--- src/rtl/core/fbc_pkg.sv ---
// Shared types, constants and round functions for the 64-bit Feistel block cipher.
package fbc_pkg;

	// Network geometry.
	localparam int unsigned ROUNDS        = 32;
	localparam int unsigned HALF_W        = 32;
	localparam int unsigned BLOCK_W       = 2 * HALF_W;
	localparam int unsigned KEY_WORDS     = 8;
	localparam int unsigned ROT_AMOUNT    = 11;
	localparam int unsigned FWD_PHASE_ENC = 24;
	localparam int unsigned FWD_PHASE_DEC = 8;
	localparam int unsigned NIBBLES       = HALF_W / 4;

	localparam int unsigned ROUND_W  = $clog2(ROUNDS);
	localparam int unsigned KIDX_W   = $clog2(KEY_WORDS);
	localparam int unsigned CFG_IDX_W = 3;
	localparam int unsigned CFG_DATA_W = 64;

	// Configuration register indexes.
	typedef enum logic [CFG_IDX_W-1:0] {
		CFG_KEY_01    = 3'd0,
		CFG_KEY_23    = 3'd1,
		CFG_KEY_45    = 3'd2,
		CFG_KEY_67    = 3'd3,
		CFG_DIRECTION = 3'd4
	} cfg_reg_t;

	// Direction codes.
	localparam logic DIR_ENCRYPT = 1'b0;
	localparam logic DIR_DECRYPT = 1'b1;

	// Data handed from one round cell to the next.
	typedef struct packed {
		logic              valid;
		logic [HALF_W-1:0] n1;
		logic [HALF_W-1:0] n2;
	} fbc_stage_t;

	// Substitution rows; nibble i of the word uses row i.
	localparam logic [3:0] SBOX [0:7][0:15] = '{
		'{4'hF, 4'hC, 4'h2, 4'hA, 4'h6, 4'h4, 4'h5, 4'h0,
		  4'h7, 4'h9, 4'hE, 4'hD, 4'h1, 4'hB, 4'h8, 4'h3},
		'{4'hB, 4'h6, 4'h3, 4'h4, 4'hC, 4'hF, 4'hE, 4'h2,
		  4'h7, 4'hD, 4'h8, 4'h0, 4'h5, 4'hA, 4'h9, 4'h1},
		'{4'h1, 4'hC, 4'hB, 4'h0, 4'hF, 4'hE, 4'h6, 4'h5,
		  4'hA, 4'hD, 4'h4, 4'h8, 4'h9, 4'h3, 4'h7, 4'h2},
		'{4'h1, 4'h5, 4'hE, 4'hC, 4'hA, 4'h7, 4'h0, 4'hD,
		  4'h6, 4'h2, 4'hB, 4'h4, 4'h9, 4'h3, 4'hF, 4'h8},
		'{4'h0, 4'hC, 4'h8, 4'h9, 4'hD, 4'h2, 4'hA, 4'hB,
		  4'h7, 4'h3, 4'h6, 4'h5, 4'h4, 4'hE, 4'hF, 4'h1},
		'{4'h8, 4'h0, 4'hF, 4'h3, 4'h2, 4'h5, 4'hE, 4'hB,
		  4'h1, 4'hA, 4'h4, 4'h7, 4'hC, 4'h9, 4'hD, 4'h6},
		'{4'h3, 4'h0, 4'h6, 4'hF, 4'h1, 4'hE, 4'h9, 4'h2,
		  4'hD, 4'h8, 4'hC, 4'h4, 4'hB, 4'hA, 4'h5, 4'h7},
		'{4'h1, 4'hA, 4'h6, 4'h8, 4'hF, 4'hB, 4'h0, 4'h4,
		  4'hC, 4'h3, 4'h5, 4'h9, 4'h7, 4'hD, 4'h2, 4'hE}
	};

	// Eight parallel 4-bit substitutions.
	function automatic logic [HALF_W-1:0] substitute(input logic [HALF_W-1:0] x);
		logic [HALF_W-1:0] y;
		y = '0;
		for (int i = 0; i < NIBBLES; i++) begin
			y[4*i +: 4] = SBOX[i][x[4*i +: 4]];
		end
		return y;
	endfunction

	// Round function: add key, substitute, rotate left.
	function automatic logic [HALF_W-1:0] round_fn(input logic [HALF_W-1:0] n1,
			input logic [HALF_W-1:0] k);
		logic [HALF_W-1:0] s;
		s = substitute(n1 + k);
		return (s << ROT_AMOUNT) | (s >> (HALF_W - ROT_AMOUNT));
	endfunction

	// Key word used by a round: forward order first, then reversed.
	function automatic logic [KIDX_W-1:0] key_index(input logic [ROUND_W-1:0] rnd,
			input logic dir);
		logic [ROUND_W:0] fwd;
		fwd = (dir == DIR_DECRYPT) ? (ROUND_W+1)'(FWD_PHASE_DEC)
		                           : (ROUND_W+1)'(FWD_PHASE_ENC);
		if ({1'b0, rnd} < fwd) begin
			return rnd[KIDX_W-1:0];
		end
		return KIDX_W'(KEY_WORDS - 1) - rnd[KIDX_W-1:0];
	endfunction

endpackage

--- src/rtl/core/fbc_round_cell.sv ---
// One Feistel round as a cell of the pipeline chain.
module fbc_round_cell (
	input  logic                             clk,
	input  logic                             arst_n,
	input  fbc_pkg::fbc_stage_t              stage_in,
	input  logic [fbc_pkg::HALF_W-1:0]       round_key,
	output fbc_pkg::fbc_stage_t              stage_out
);

	logic                       valid_s1;
	logic [fbc_pkg::HALF_W-1:0] n1_s1;
	logic [fbc_pkg::HALF_W-1:0] n2_s1;
	logic [fbc_pkg::HALF_W-1:0] mixed;

	// The new left half is the round function XORed into the right half.
	assign mixed = fbc_pkg::round_fn(stage_in.n1, round_key) ^ stage_in.n2;

	// Occupancy of this cell.
	always_ff @(posedge clk or negedge arst_n) begin
		if (!arst_n) begin
			valid_s1 <= 1'b0;
		end else begin
			valid_s1 <= stage_in.valid;
		end
	end

	// Halves swap on the way to the next cell.
	always_ff @(posedge clk) begin
		n1_s1 <= mixed;
		n2_s1 <= stage_in.n1;
	end

	assign stage_out.valid = valid_s1;
	assign stage_out.n1    = n1_s1;
	assign stage_out.n2    = n2_s1;

endmodule

--- config.mk ---
export PLATFORM = sky130hd
export DESIGN_NAME = fbc_round_cell
export DESIGN_NICKNAME = d
export VERILOG_FILES = /design/src/rtl/core/fbc_pkg.sv /design/src/rtl/core/fbc_round_cell.sv
export SDC_FILE = /design/constraint.sdc
export NUM_CORES = 1
export LEC_CHECK = 0
export CORE_MARGIN = 4
export CORE_UTILIZATION = 60
export CTS_CLUSTER_DIAMETER = 200
export DETAILED_ROUTE_END_ITERATION = 7
export DONT_BUFFER_PORTS = 1
export GPL_ROUTABILITY_DRIVEN = 0
export PLACE_DENSITY = 0.88
export SLEW_MARGIN = 20
export SYNTH_ARGS = -nofsm -noshare
export SYNTH_HDL_FRONTEND = slang
export SYNTH_SLANG_ARGS = --single-unit
--- constraint.sdc ---
create_clock -name clk -period 0.8 [get_ports clk]
set_input_delay 0 -clock clk [delete_from_list [all_inputs] [get_ports clk]]
set_output_delay 0 -clock clk [all_outputs]
set_load 0.03 [all_outputs]
==> impl_metrics.yaml, run 1 <==
logic_synthesis:
  yosysSeqAreaShare_pct: 26.8
  synth_nets: 685
  synth_seq_cells: 65
  synth_edf_count: 0
  synth_top_cell_area_share_pct: 26.3
  syn_area_sq_um: 4880
  ys_types: 69
  yosys-top-cells-area: "dfxtp_1 26%, ha_1 18%, xnor2_1 5.4%, mux2i_1 4.7%, a21oi_1 4.5%"
  synth_async_sr_flop_share_pct: 1.54
  ys.flop_type: "dfxtp_1"
  synth_cells: 516
  yosysWarnings: 0
  syn_avg_cell_area_sq_um: 9.46
  synth_top_area_cell: "dfxtp_1"
floorplanning:
  ioPinCount: 164
  rows: 32
  die_w_um: 98.2
  start_util_pct: 62.5
  die_h_um: 98.2
place:
  placed_cell_area_sq_um: 6550
  numPortBuffers: 0
  place_inst: 761
  hpwl_mm: 12.9
clock_network:
  cts_max_level: 3
  cts_setup_buffers: 20
  root_buffer: "clkbuf_8"
  hold_buffers: 67
  numCtsBuffers: 9
  clockBufferDepth: 2
  cts_resized: 143
  clkSinkCount: 65
outcome:
  outcome: "stopped before the end"
  failing_step: "clock tree synthesis"
  firstError: "[ERROR DPL-0038] Utilization greater than 100%, impossible to legalize"
## stage by stage
stage	TNS, ps	utilization [%]	setup WS [ps]
2_1_floorplan	-46070	-	-1910
3_3_place_gp	-50580	83.9	-1940
3_5_place_dp	-53930	83.9	-2130
## cell usage after synthesis (8+ instances only)
master and n:
o21ai_1 8, nor2_1 27, mux2i_1 23, a21o_1 14
ha_1 69, a21oi_1 44, a211oi_1 10, nand2_1 34
xnor2_1 30, mux4_2 8, nand3_1 11, o21ai_0 15
nor3_1 8, dfxtp_1 64, nor2b_1 9, xor2_1 25
inv_1 35
## cells by family after synthesis
kind of cell,after synthesis,synth area share [%]
compound gates,136,20.1
xor+xnor,61,12.1
fa+ha+maj,70,18.1
buf+inv,41,3.28
flops,65,26.8
mux,32,8.64
simple gates,111,11.0
==> inputs of run 2 (changes only) <==
CORE_UTILIZATION = 40   (was 60)
CTS_CLUSTER_DIAMETER = unset   (was 200)
PLACE_DENSITY = unset   (was 0.88)
PLACE_DENSITY_LB_ADDON = 0.15   (was unset)
==> run 2 against run 1 <==
Synthesized cell count is the same; area after synthesis is the same; the flow now finishes, with violations (negative setup slack).
==> impl_metrics.yaml, run 2 <==
outcome:
  outcome: "finished with violations"
  violations: "negative setup slack"
cells_and_area:
  final_layout_size_suffix_gt1_share_pct: 54.6
  post-route-util_pct: 71.6
  antenna_cells: 0
  area_growth_pct: 75.6
  layout.cells.non_filler: 913
  fin_area_sq_um: 8570
  nNetsFinal: 930
  nFillCells: 844
  final_cell_mix: "148 x buf_4, 67 x dlygate4sd3_1, 64 x dfxtp_2"
  final_common_cell: "buf_4"
  reg.largest.list: "n1_s1 x32, n2_s1 x32, valid_s1 x1"
logic_synthesis:
  synth_cells: 516
  yosys-top-cells-area: "dfxtp_1 26%, ha_1 18%, xnor2_1 5.4%, mux2i_1 4.7%, a21oi_1 4.5%"
  synth_nets: 685
  synth_most_common_cell: "ha_1"
  ys_top_cells_by_count: "69 x ha_1, 64 x dfxtp_1, 44 x a21oi_1"
  synth_async_sr_flop_share_pct: 1.54
  yosysSeqAreaShare_pct: 26.8
  synth_edf_count: 0
  synth_top_cell_area_share_pct: 26.3
  syn_area_sq_um: 4880
  syn_avg_cell_area_sq_um: 9.46
  ys.flop_type: "dfxtp_1"
  synth_seq_cells: 65
  synth_top_area_cell: "dfxtp_1"
  yosysWarnings: 0
  ys_types: 69
worst_setup_path:
  crit_path_start_kind: "input port"
  required_ps: 1060
  end_kind: "flop"
  cp_common_cell: "inv_2"
  crit_type: "in -> reg"
  worstPathArrival_ps: 2690
  cp_cell_sequence: "ha_4 > inv_2 > fa_2 > nor2b_2 > o311a_1 > o21ai_2 > a31oi_4 > o211ai_2 > o21a_1 > o311ai_4 > inv_2 > ha_2 > mux2_2 > mux2i_1 > xnor2_1"
  cp_slowest_stage_delay_ps: 340
  slowest_stage: "fa_2"
  cp_max_fo: 4
power_and_ir_drop:
  power_mw: 19.8
  peakVddDrop_mv: 1.98
  cellPowerDensity_nw_per_um2: 2300
  leakage_nw: 3.69
drt:
  drt_pass1_iterations: 4
  wl_mm: 14.3
  routed-via-count: 4623
  final_antenna_net_count: 0
  drt_iter0_markers: 142
  post_drt_wl_per_cell_um: 15.7
  drc_errors: 0
  routed_via_density: 5.06
sta:
  finalHoldViolCount: 0
  period_needed_ps: 2430
  finalSetupViolations: 32
  post-route-period-util_pct: 304
  relSlewSlack_pct: 71.9
  fmax_ghz: 0.411
  rsz0062_at_grt: "true"
  tightest_slew_ps: 410
  fin_ws_ps: -1630
  slew_violations: 0
run:
  max_cap_violations: 0
global_routing:
  overflow: 0
  grtUsageTotal_pct: 19.7
  antenna_found_initial: 0
  grt_pass1_vias: 4786
  grt_max_degree: 12
  grt_first_pass_wirelength_mm: 22.6
clock_network:
  root_buffer: "clkbuf_16"
  cts_max_level: 3
  clockBufferDepth: 2
  clkSinkCount: 65
  numCtsBuffers: 9
  cts_tree: "yes"
  cts.clk_slew.worst_paths_ps: 60
floorplanning:
  dieArea_sq_um: 14000
  die_h_um: 118
  ioPinCount: 164
  start_util_pct: 40.8
  die_w_um: 118
  coreArea_sq_um: 12000
  rows: 40
place:
  placed_cell_area_sq_um: 6590
  place_inst: 804
  hpwl_mm: 10.1
  numPortBuffers: 0
  post-place-ws_ps: -2010
worst_hold_path:
  min_path_type: "in -> reg"
==> run 2: cell counts after synthesis <==
No cell type changed its count.
==> run 2: stage by stage <==
| stage | TNS (ps) | hold WS, ps |
|---|---|---|
| final | -41620 | 128 |
| after global routing | -45170 | 143 |
| after CTS | -40000 | -257 |
| after detailed placement | -52660 | -296 |
| after global placement | -52140 | -296 |
| after floorplan | -46070 | -296 |
==> run 2: logic make-up (layout without fill, tap and decap cells) <==
kind of cell	Yosys count	count (layout)	share of synthesized area [%]
compound gates	136	136	20.1
xor+xnor	61	61	12.1
fa+ha+maj	70	70	18.1
buf+inv	41	291	3.28
flops	65	65	26.8
mux	32	32	8.64
simple gates	111	111	11.0
==> run 2: critical path, delay by kind of cell <==
family / cells / cell delay (ps)
xor+xnor: 1 / 130
buf+inv: 2 / 150
fa+ha+maj: 3 / 650
compound gates: 6 / 1180
simple gates: 1 / 150
mux: 2 / 410
==> run 2: final timing paths <==
kind                              start                  to  depth (start not counted)
setup / recovery           stage_in[32]    n1_s1[9]$_DFF_P_                         15
hold / removal             round_key[0]   n1_s1[12]$_DFF_P_                          4
max in group asynchronous        arst_n  valid_s1$_DFF_PN0_                          2
min in group asynchronous        arst_n  valid_s1$_DFF_PN0_                          2
==> run 2: per-layer routing <==
layer / part of all wire [%] / vias to the layer above / track usage [%] / routed length (um)
met5: 0 / - / 0 / 0
met4: 1.4 / 0 / 5.36 / 206
met3: 5.2 / 19 / 5.31 / 745
met2: 54 / 109 / 36.7 / 7730
met1: 39 / 2156 / 21.9 / 5640
li1: - / 2339 / - / -
==> run 2: cell type report <==
class / instances / area (sq um) / area share [%]
Clock buffer: 10 / 229 / 2.67
Timing Repair Buffer: 240 / 2060 / 24.1
Multi-Input combinational cell: 410 / 4490 / 52.4
Tap cell: 147 / 184 / 2.15
Sequential cell: 65 / 1390 / 16.2
Clock inverter: 6 / 82.6 / 0.964
Inverter: 35 / 134 / 1.56
==> run 2: where the power goes <==
| part | leakage, nW | switching, mW | internal (mW) |
|---|---|---|---|
| clock network | 0.152 | 1.43 | 2.71 |
| registers | 0.551 | 2.14 | 4.38 |
| logic | 2.99 | 4.15 | 4.95 |
| total | 3.69 | 7.72 | 12.0 |
==> run 2: timing repair <==
action,CTS,global route
gates resized for setup,127,82
pin swaps,41,61
setup endpoints to repair,97,34
buffers inserted,19,14
endpoints found under the hold margin,66,1
hold buffers,66,1
Note: power is estimated with default switching activity, not from simulation.
==> inputs of run 3 (changes only) <==
PLACE_DENSITY_LB_ADDON = 0.2   (was 0.15)
==> run 3 against run 2 <==
The run still ends with negative setup slack left; worst hold slack got worse by 20 ps; total power shrank 0.15%; non-clock buffer count is 7 higher; cell count is 0.77% higher; routed wire length rose by 4.0%; sequential share of layout area down 0.24 points; count of clock-buffer cells in the layout grew 2; utilization grew 0.99 points; die area stayed put; clock power fell by 4%; sequential power is essentially flat; first-iteration DRC count fell by 15%.
==> impl_metrics.yaml, run 3 (synthesis gave the netlist of run 2 again) <==
worst_setup_path:
  crit_type: "in -> reg"
  worstPathArrival_ps: 2760
  crit_path_start_kind: "input port"
  end_kind: "flop"
  cp_max_fo: 3
  required_ps: 1060
cells_and_area:
  antenna_cells: 0
  final_cell_mix: "154 x buf_4, 67 x dlygate4sd3_1, 63 x dfxtp_2"
  final_common_cell: "buf_4"
  final_layout_size_suffix_gt1_share_pct: 55.5
  nNetsFinal: 937
  reg.largest.list: "n1_s1 x32, n2_s1 x32, valid_s1 x1"
  area_growth_pct: 78.1
sta:
  finalHoldViolCount: 0
  hold_slack_ps: 108
  relSlewSlack_pct: 61.1
  finalSetupViolations: 33
  fmax_ghz: 0.400
  period_needed_ps: 2500
  rsz0062_at_grt: "true"
  post-route-period-util_pct: 313
  tightest_slew_ps: 577
  fin_ws_ps: -1700
  tns_ps: -41440
  slew_violations: 0
global_routing:
  grt_first_pass_wirelength_mm: 23.6
  grtUsageTotal_pct: 20.4
  grt_pass1_vias: 5012
  grt_max_degree: 12
  antenna_found_initial: 0
  overflow: 0
place:
  post-place-ws_ps: -2090
  numPortBuffers: 0
  hpwl_mm: 10.3
outcome:
  violations: "negative setup slack"
  outcome: "finished with violations"
power_and_ir_drop:
  cellPowerDensity_nw_per_um2: 2270
  peakVddDrop_mv: 1.54
  leakage_nw: 3.75
drt:
  drt_pass1_iterations: 4
  routed-via-count: 4718
  routed_via_density: 5.13
  drc_errors: 0
  final_antenna_net_count: 0
  post_drt_wl_per_cell_um: 16.2
  drt_iter0_markers: 121
  wl_mm: 14.9
clock_network:
  numCtsBuffers: 9
  cts.clk_slew.worst_paths_ps: 60
  root_buffer: "clkbuf_16"
  clockBufferDepth: 2
  cts_max_level: 3
  cts_tree: "yes"
  clkSinkCount: 65
worst_hold_path:
  min_path_type: "in -> reg"
floorplanning:
  coreArea_sq_um: 12000
  rows: 40
  dieArea_sq_um: 14000
  start_util_pct: 40.8
  die_h_um: 118
  die_w_um: 118
  ioPinCount: 164
run:
  max_cap_violations: 0
run 3: cell count changes in the layout (fill, tap and decap cells not counted), sizes merged:
cell    delta
buf        +7
bufinv     -1
clkbuf     +2
clkinv     -1
run 3: layer usage:
layer / wire length, um / part of all wire, % / global-route usage (%)
met1: 5830 / 39 / 21.9
met2: 8100 / 54 / 39.1
met3: 643 / 4.3 / 4.78
met4: 329 / 2.2 / 6.37
met5: 0 / 0 / 0
run 3: repair_timing:
| action | CTS | global route |
|---|---|---|
| hold buffers | 66 | 1 |
| gates resized for setup | 161 | 54 |
| hold endpoints to repair | 66 | 1 |
| pin swaps | 58 | 48 |
| setup endpoints to repair | 97 | 34 |
| setup buffers | 22 | 13 |
| gates cloned | 0 | 0 |
run 3: stage by stage:
stage               std cells  util, %  instance area [sq um]  power (mW)
floorplan                 516        -                   5350        11.0
global placement          810     55.5                   6640        13.1
detailed placement        810     55.5                   6640        13.3
CTS                       908     69.4                   8300        19.0
global route              920     72.6                   8690        20.8
finish                    920     72.6                   8690        19.7
run 3: worst max-delay path, stage by stage:
cell	delay (ps)
ha_4	120
inv_2	30
fa_2	340
nor2b_2	150
o311a_1	220
o21ai_2	110
a31oi_4	170
o211ai_2	130
o21a_1	240
o311ai_4	300
buf_4	180
ha_4	200
mux2_4	260
mux2i_1	170
xnor2_1	140
run 3: power breakdown:
part           internal (mW)  switching, mW
logic                   5.02           4.20
registers               4.37           2.15
clock network           2.58           1.40
run 3: area by class of cell:
cell class	instances	area, sq um
repair buffers	247	2130
multi-input cells	410	4550
fillers	801	3270
clock inverters	4	51.3
clock buffers	12	256
well taps	147	184
flip-flops and latches	65	1390
inverters	35	134
run 3: worst paths after layout:
kind | depth (start not counted) | slack (ps) | endpoint | start
worst max-delay path | 15 | -1700 | n1_s1[9]$_DFF_P_ | stage_in[32]
worst min-delay path | 4 | 110 | n1_s1[12]$_DFF_P_ | round_key[0]
max in group asynchronous | 2 | 270 | valid_s1$_DFF_PN0_ | arst_n
min in group asynchronous | 2 | 420 | valid_s1$_DFF_PN0_ | arst_n
